[src/wiqf_pkg.sv]
// wiqf_pkg: shared types, codes and widths for the wavetable quadrupole force block
// no dependencies; used by every module under src
`timescale 1ns / 1ps

package wiqf_pkg;

  localparam int TABLE_DEPTH_DEF = 1024;

  localparam int PTS_W      = 11;
  localparam int CFG_IDX_W  = 2;
  localparam int CFG_DATA_W = 32;
  localparam int POS_W      = 32;
  localparam int AMP_W      = 16;
  localparam int COEF_W     = 35;
  localparam int FORCE_W    = 48;

  localparam logic [1:0] REQ_LOAD    = 2'd0;
  localparam logic [1:0] REQ_ADVANCE = 2'd1;
  localparam logic [1:0] REQ_FORCE   = 2'd2;

  localparam logic [CFG_IDX_W-1:0] CFG_POINTS = 2'd0;
  localparam logic [CFG_IDX_W-1:0] CFG_Q      = 2'd1;
  localparam logic [CFG_IDX_W-1:0] CFG_A      = 2'd2;

  localparam logic [PTS_W-1:0] POINTS_RESET = 11'd1024;

  typedef struct packed {
    logic [1:0]              req_type;
    logic [9:0]              load_index;
    logic signed [AMP_W-1:0] load_value;
    logic [31:0]             phase_step;
    logic signed [POS_W-1:0] pos_x;
    logic signed [POS_W-1:0] pos_y;
    logic signed [POS_W-1:0] pos_z;
  } in_item_t;

  typedef struct packed {
    logic signed [AMP_W-1:0]   potential_now;
    logic signed [FORCE_W-1:0] force_x;
    logic signed [FORCE_W-1:0] force_y;
    logic signed [FORCE_W-1:0] force_z;
  } out_item_t;

  typedef struct packed {
    logic we;
    logic phase_en;
    logic pot_en;
  } wave_ctrl_t;

  typedef enum logic [3:0] {
    ST_IDLE,
    ST_LOAD,
    ST_ADV1,
    ST_ADV2,
    ST_ADV3,
    ST_ADV4,
    ST_ADV5,
    ST_FRC1,
    ST_FRC2,
    ST_FRC3,
    ST_FRC4,
    ST_DONE
  } state_t;

endpackage

[src/wiqf_force_lane.sv]
// wiqf_force_lane: one axis of the force, pos * coef / 2^16 with 48-bit saturation
// depends on wiqf_pkg
`timescale 1ns / 1ps

module wiqf_force_lane (
  input  logic                                 clk,
  input  logic signed [wiqf_pkg::POS_W-1:0]    pos,
  input  logic signed [wiqf_pkg::COEF_W-1:0]   coef,
  output logic signed [wiqf_pkg::FORCE_W-1:0]  force_out
);

  localparam int CW    = wiqf_pkg::COEF_W;
  localparam int FW    = wiqf_pkg::FORCE_W;
  localparam int HI_W  = wiqf_pkg::POS_W + CW - 16;
  localparam int LO_W  = wiqf_pkg::POS_W + 17;
  localparam int SUM_W = HI_W + 1;

  logic signed [HI_W-1:0]  hi;
  logic signed [LO_W-1:0]  lo;
  logic signed [SUM_W-1:0] sum;
  logic                    all_one;
  logic                    any_one;
  logic signed [FW-1:0]    sat;

  // coefficient split into a signed upper part and an unsigned low 16 bits
  assign sum     = SUM_W'(hi) + SUM_W'(lo >>> 16);
  assign all_one = &sum[SUM_W-1:FW-1];
  assign any_one = |sum[SUM_W-1:FW-1];

  always_comb begin
    if (all_one || !any_one) begin
      sat = sum[FW-1:0];
    end else if (sum[SUM_W-1]) begin
      sat = {1'b1, {(FW-1){1'b0}}};
    end else begin
      sat = {1'b0, {(FW-1){1'b1}}};
    end
  end

  always_ff @(posedge clk) begin
    hi        <= HI_W'(pos) * HI_W'($signed(coef[CW-1:16]));
    lo        <= LO_W'(pos) * LO_W'($signed({1'b0, coef[15:0]}));
    force_out <= sat;
  end

endmodule

[config.mk]
export PLATFORM = sky130hd
export DESIGN_NAME = wiqf_force_lane
export DESIGN_NICKNAME = d
export VERILOG_FILES = /design/src/wiqf_pkg.sv /design/src/wiqf_force_lane.sv
export SDC_FILE = /design/constraint.sdc
export NUM_CORES = 2
export LEC_CHECK = 0
export BUFFER_PORTS_ARGS = -buffer_cell sky130_fd_sc_hd__buf_4
export CORE_MARGIN = 5
export CORE_UTILIZATION = 35
export CTS_CLUSTER_DIAMETER = 40
export DETAILED_ROUTE_END_ITERATION = 16
export PLACE_DENSITY = 0.46
export SETUP_SLACK_MARGIN = 0.15
export SLEW_MARGIN = 20
export SYNTH_ARGS = -nofsm -noshare
export SYNTH_HDL_FRONTEND = slang
export SYNTH_SLANG_ARGS = --single-unit
[constraint.sdc]
create_clock -name clk -period 8.33 [get_ports clk]
set_input_delay 0.833 -clock clk [delete_from_list [all_inputs] [get_ports clk]]
set_output_delay 0.833 -clock clk [all_outputs]
set_load 0.02 [all_outputs]
# [Word level (Yosys, flattened, before mapping)]
# Cells that the tools add are included.
[totals] reg_bits=148 inputBits=68 out_inout_bits=48
[classes] n_addsub=1 n_mul=2 muxes=2 reduce_logical=4
[op_table] cell="2-to-1 mux 48 bit" count=2
[op_table] cell="adder 51 x 33 -> 52 bit" count=1
[op_table] cell="multiplier 32 x 19 -> 51 bit" count=1
[op_table] cell="multiplier 32 x 17 -> 49 bit" count=1
[op_table] cell="AND reduction 5 bit" count=1
[op_table] cell="OR reduction 5 bit" count=1
[op_table] cell="zero test 1 bit" count=1
[op_table] cell="logical OR 1 bit" count=1

# [Depth between registers and ports, before layout]
[logic_depth] word_depth=5 mapped_depth=27 depth_no_buf=25

# [Worst setup path after synthesis]
# Ideal clock, no wire load.
[synth_path] path_kind="in2reg" from="input coef[2] (netlist name)" to="register lo[48]" setup_time_ps=121 arrival_ps=6974 path_slack_ps=1235 cell_stages=24 n_path_buf=1 path_cell_list="clkbuf_1 > nand2_1 > fa_1 > inv_1 > fa_1 > inv_1 > fa_1 > inv_1 > fa_1 > fa_1 > inv_1 > fa_1 > inv_1 > ha_1 > nand3_1 > and3_1 > a211oi_1 > a21bo_2 > a2111oi_0 > a31o_2 > a21oi_1 > o31ai_1 > a21oi_1 > xnor2_1"
[synth_via] elab_chain_len=1
[synth_rtl] element="from (decl)" line="wiqf_force_lane.sv:8" source="input logic signed [wiqf_pkg::COEF_W-1:0] coef,"
[synth_rtl] element="multiplier 32 x 17 -> 49 bit" line="wiqf_force_lane.sv:42" source="lo <= LO_W'(pos) * LO_W'($signed({1'b0, coef[15:0]}));"
[synth_rtl] element="to (signal assigned)" line="wiqf_force_lane.sv:42"
[synth_rtl] element="to (decl)" line="wiqf_force_lane.sv:19" source="logic signed [LO_W-1:0] lo;"
# No other way between the ends.

# [Worst setup path in the final report]
[layout_path] from="input pos[9] (netlist name)" to="register hi[44]"
[layout_via] elab_chain_len=1
[layout_rtl] element="from (decl)" line="wiqf_force_lane.sv:7" source="input logic signed [wiqf_pkg::POS_W-1:0] pos,"
[layout_rtl] element="multiplier 32 x 19 -> 51 bit" line="wiqf_force_lane.sv:41" source="hi <= HI_W'(pos) * HI_W'($signed(coef[CW-1:16]));"
[layout_rtl] element="to (signal assigned)" line="wiqf_force_lane.sv:41"
[layout_rtl] element="to (decl)" line="wiqf_force_lane.sv:18" source="logic signed [HI_W-1:0] hi;"
# No other way between the ends.

==> key figures <==
Timing
  – Maximum achievable frequency: approximately 0.13 GHz
  – Final Skew: around 23 ps
  – Worst Tran Pin Value: 984.5 ps
  – Final setup fails: 0
  – Setup TNS: 0 ps
  – Min cycle time layout: about 7500 ps
  – Slew Limit Fails: 0
  – RSZ-0062 raised after global routing: no
  – Final hold vios: 0
  – Slew HR: about a third
  – Fin crit share: 89.77%

Detailed routing
  – Final ANT Viol Nets: 0
  – Post-route DRC: 0
  – Via-to-Cell Ratio: roughly 4.8
  – DR vias: about 32000
  – DR iter-0 viols: around 1300
  – WL final: about 130 mm
  – Pre-antenna DRT Iters: 5
  – Wire length per cell: ~20 um

Hold path
  – Hold EP: force_out[0]
  – Worst Hold Class: register to register
  – Worst Hold Launch: hi[0]
  – Hold Path Depth: 3

Logic synthesis
  – Most common cell in the netlist: inv_1
  – Synth warn: 0
  – Mapped Nets: between 6000 and 7000
  – Avg Cell Area, Syn: 9.064 sq um
  – Dominant cells by area after synthesis: fa_1 (49%), inv_1 (9.6%), ha_1 (8.6%)
  – Mapped Area: 44360 sq um
  – Largest area contributor in the netlist: fa_1
  – Synth Instances: ~4900
  – Distinct cells, synth: 76
  – Top cell type's share of synthesized area: about 49%
  – Sequential element share of the synthesized area: between 5 and 6%
  – Post-synth EDFFs: 0
  – Commonest cells post-synth: inv_1 (1136), fa_1 (1078), nand2_1 (682)
  – Main synth FF type: dfxtp_1
  – Post-synth ARST share: 0%
  – FF+latch count, synth: approximately 130

Layout
  – Fillers: 12960
  – Register area: 2643 sq um
  – Area growth, synth to finish: 6.786%
  – Final net count: between 6000 and 7000
  – Cell area after layout: 47370 sq um
  – Fraction of layout instances using a drive strength above 1: roughly 5%
  – Multi-input gate area: between 30000 and 40000 sq um

Clock tree
  – Worst-skew pair later-pin latency: roughly 480 ps
  – CTS tree: yes
  – Htree depth: 4
  – Post-CTS Resized: 0
  – Postcts setup bufs: 0
  – Root Buffer Master: clkbuf_16
  – CTS Hold Bufs: 0
  – Clk sinks: 132
  – CTS buffer count: 17
  – Clock-pin slew on the worst setup and hold paths: ~70 ps
  – CTS max path bufs: 2

Critical path
  – R2r startpoint: lo[48]
  – Crit path top cell by count: fa_1
  – Critical path peak fanout: 35
  – Kind of start point of the critical path: primary input
  – CP Capture Type: register
  – Top Family by Delay on Critical Path: adder cells
  – RR Endpoint: force_out[44]
  – Crit-path slowest cell: fa_1
  – WS Path Type: primary input to register
  – R2R Setup Slk: between 3000 and 4000 ps
  – Crit path buf inv count: 6
  – FF-to-FF path depth: 12
  – WP data required: around 8700 ps
  – Critical Path Max Stage Delay: around 530 ps
  – Cells along the critical path: buf_4 -> and2_1 -> fa_1 -> fa_1 -> inv_1 -> fa_1 -> inv_1 -> fa_1 -> inv_1 -> fa_1 -> inv_1 -> fa_1 -> ha_1 -> ha_1 -> a2111oi_0 -> o21ai_0 -> a31oi_1 -> o21ai_0 -> o21ai_0 -> buf_4 -> o311ai_0 -> and2_1 -> a41oi_1 -> xnor2_1
  – Crit path DAT: 7860 ps

Die
  – Initial Utilization: 35.28%
  – Die area: between 100000 and 150000 sq um
  – Placeable Area: around 130000 sq um
  – Die height: about 370 um
  – Die W: about 370 um
  – I/O pin cnt: around 120
  – Row count: 130

Global route
  – All-layer global routing usage: 19.78%
  – Gr ovfl total: 0
  – First-pass GRT wire length: ~210 mm
  – Initial antenna violation count: 5
  – Vias in the first global route: around 36000
  – Pin count of the biggest net entering global routing: 47

Job
  – Max-cap viol count: 0

Placement
  – PortBufs: approximately 120
  – Gpl congestion: approximately 0.83
  – Hpwl dp: 101.5 mm
  – Placed Area: ~47000 sq um

Status
  – Status: complete, no violations
sequential cells by signal, summed over array words and instances (netlist names):
signal	cells
lo	33
force_out	48
hi	51
metrics by stage:
stage	cells	util (%)	setup slack (ps)	hold slack, ps
floorplan	4894	-	1235	553.2
global placement	6465	37.15	577.1	601.0
detailed placement	6465	37.15	438.7	621.2
CTS	6497	37.67	899.5	642.8
global route	6498	37.67	618.3	678.2
finish	6502	37.68	852.0	629.6
final cells by class:
| type | count | area share [%] |
|---|---|---|
| Timing Repair Buffer | 163 | 2.610 |
| Clock inverter | 15 | 0.4596 |
| Clock buffer | 17 | 0.8980 |
| Sequential cell | 132 | 5.578 |
| Antenna cell | 5 | 0.02641 |
| Tap cell | 1650 | 4.358 |
| Inverter | 1137 | 9.010 |
| Multi-Input combinational cell | 3383 | 77.06 |
per-layer routing:
| layer | global-route usage (%) | share of wire (%) | up-vias |
|---|---|---|---|
| met2 | 35.87 | 51 | 520 |
| met4 | 5.302 | 3.0 | 4 |
| met1 | 25.50 | 43 | 16570 |
| met5 | 0 | 0.024 | - |
| met3 | 1.473 | 2.7 | 117 |
| li1 | - | - | 14320 |
worst max-delay path by stage:
| stage | startpoint | to | depth (start not counted) | slack (ps) |
|---|---|---|---|---|
| detailed placement | pos[12] | hi[39] | 22 | 440 |
| CTS | pos[9] | hi[44] | 24 | 900 |
| global route | pos[12] | hi[43] | 22 | 620 |
| floorplan | coef[2] | lo[48] | 24 | 1240 |
| global placement | pos[9] | hi[44] | 24 | 580 |
| finish | pos[9] | hi[44] | 24 | 850 |
worst register-to-register path, delay by kind of cell (launching register included):
kind	cells	cell delay, ps
AOI/OAI and AO/OA	7	1720
DFF	1	960
and+or+nand+nor	2	850
buffers and inverters	1	570
adders and majority gates	1	400
xor gates and xnor gates	1	250
cell families after synthesis:
group	synth area share [%]
AO/OA/AOI/OAI	7.195
XOR/XNOR	2.567
adder cells (fa/ha/maj)	57.25
buffers and inverters	11.78
flip-flops	5.957
AND/OR/NAND/NOR	15.25
cells in the final DEF, fill, tap and decap left out, drive strengths merged, types with 19 or more instances in the layout:
| cell | count |
|---|---|
| a21o | 63 |
| a21oi | 165 |
| and2 | 480 |
| and3 | 19 |
| buf | 163 |
| dfxtp | 132 |
| fa | 1078 |
| ha | 305 |
| inv | 1143 |
| nand2 | 682 |
| nand2b | 20 |
| nand3 | 27 |
| nor2 | 95 |
| nor3 | 25 |
| o211ai | 19 |
| o21a | 30 |
| o21ai | 82 |
| o21bai | 20 |
| xnor2 | 89 |
| xor2 | 41 |
Power is not shown: default switching activity piles up to over one toggle a cycle in this logic, so the estimate is an artifact.
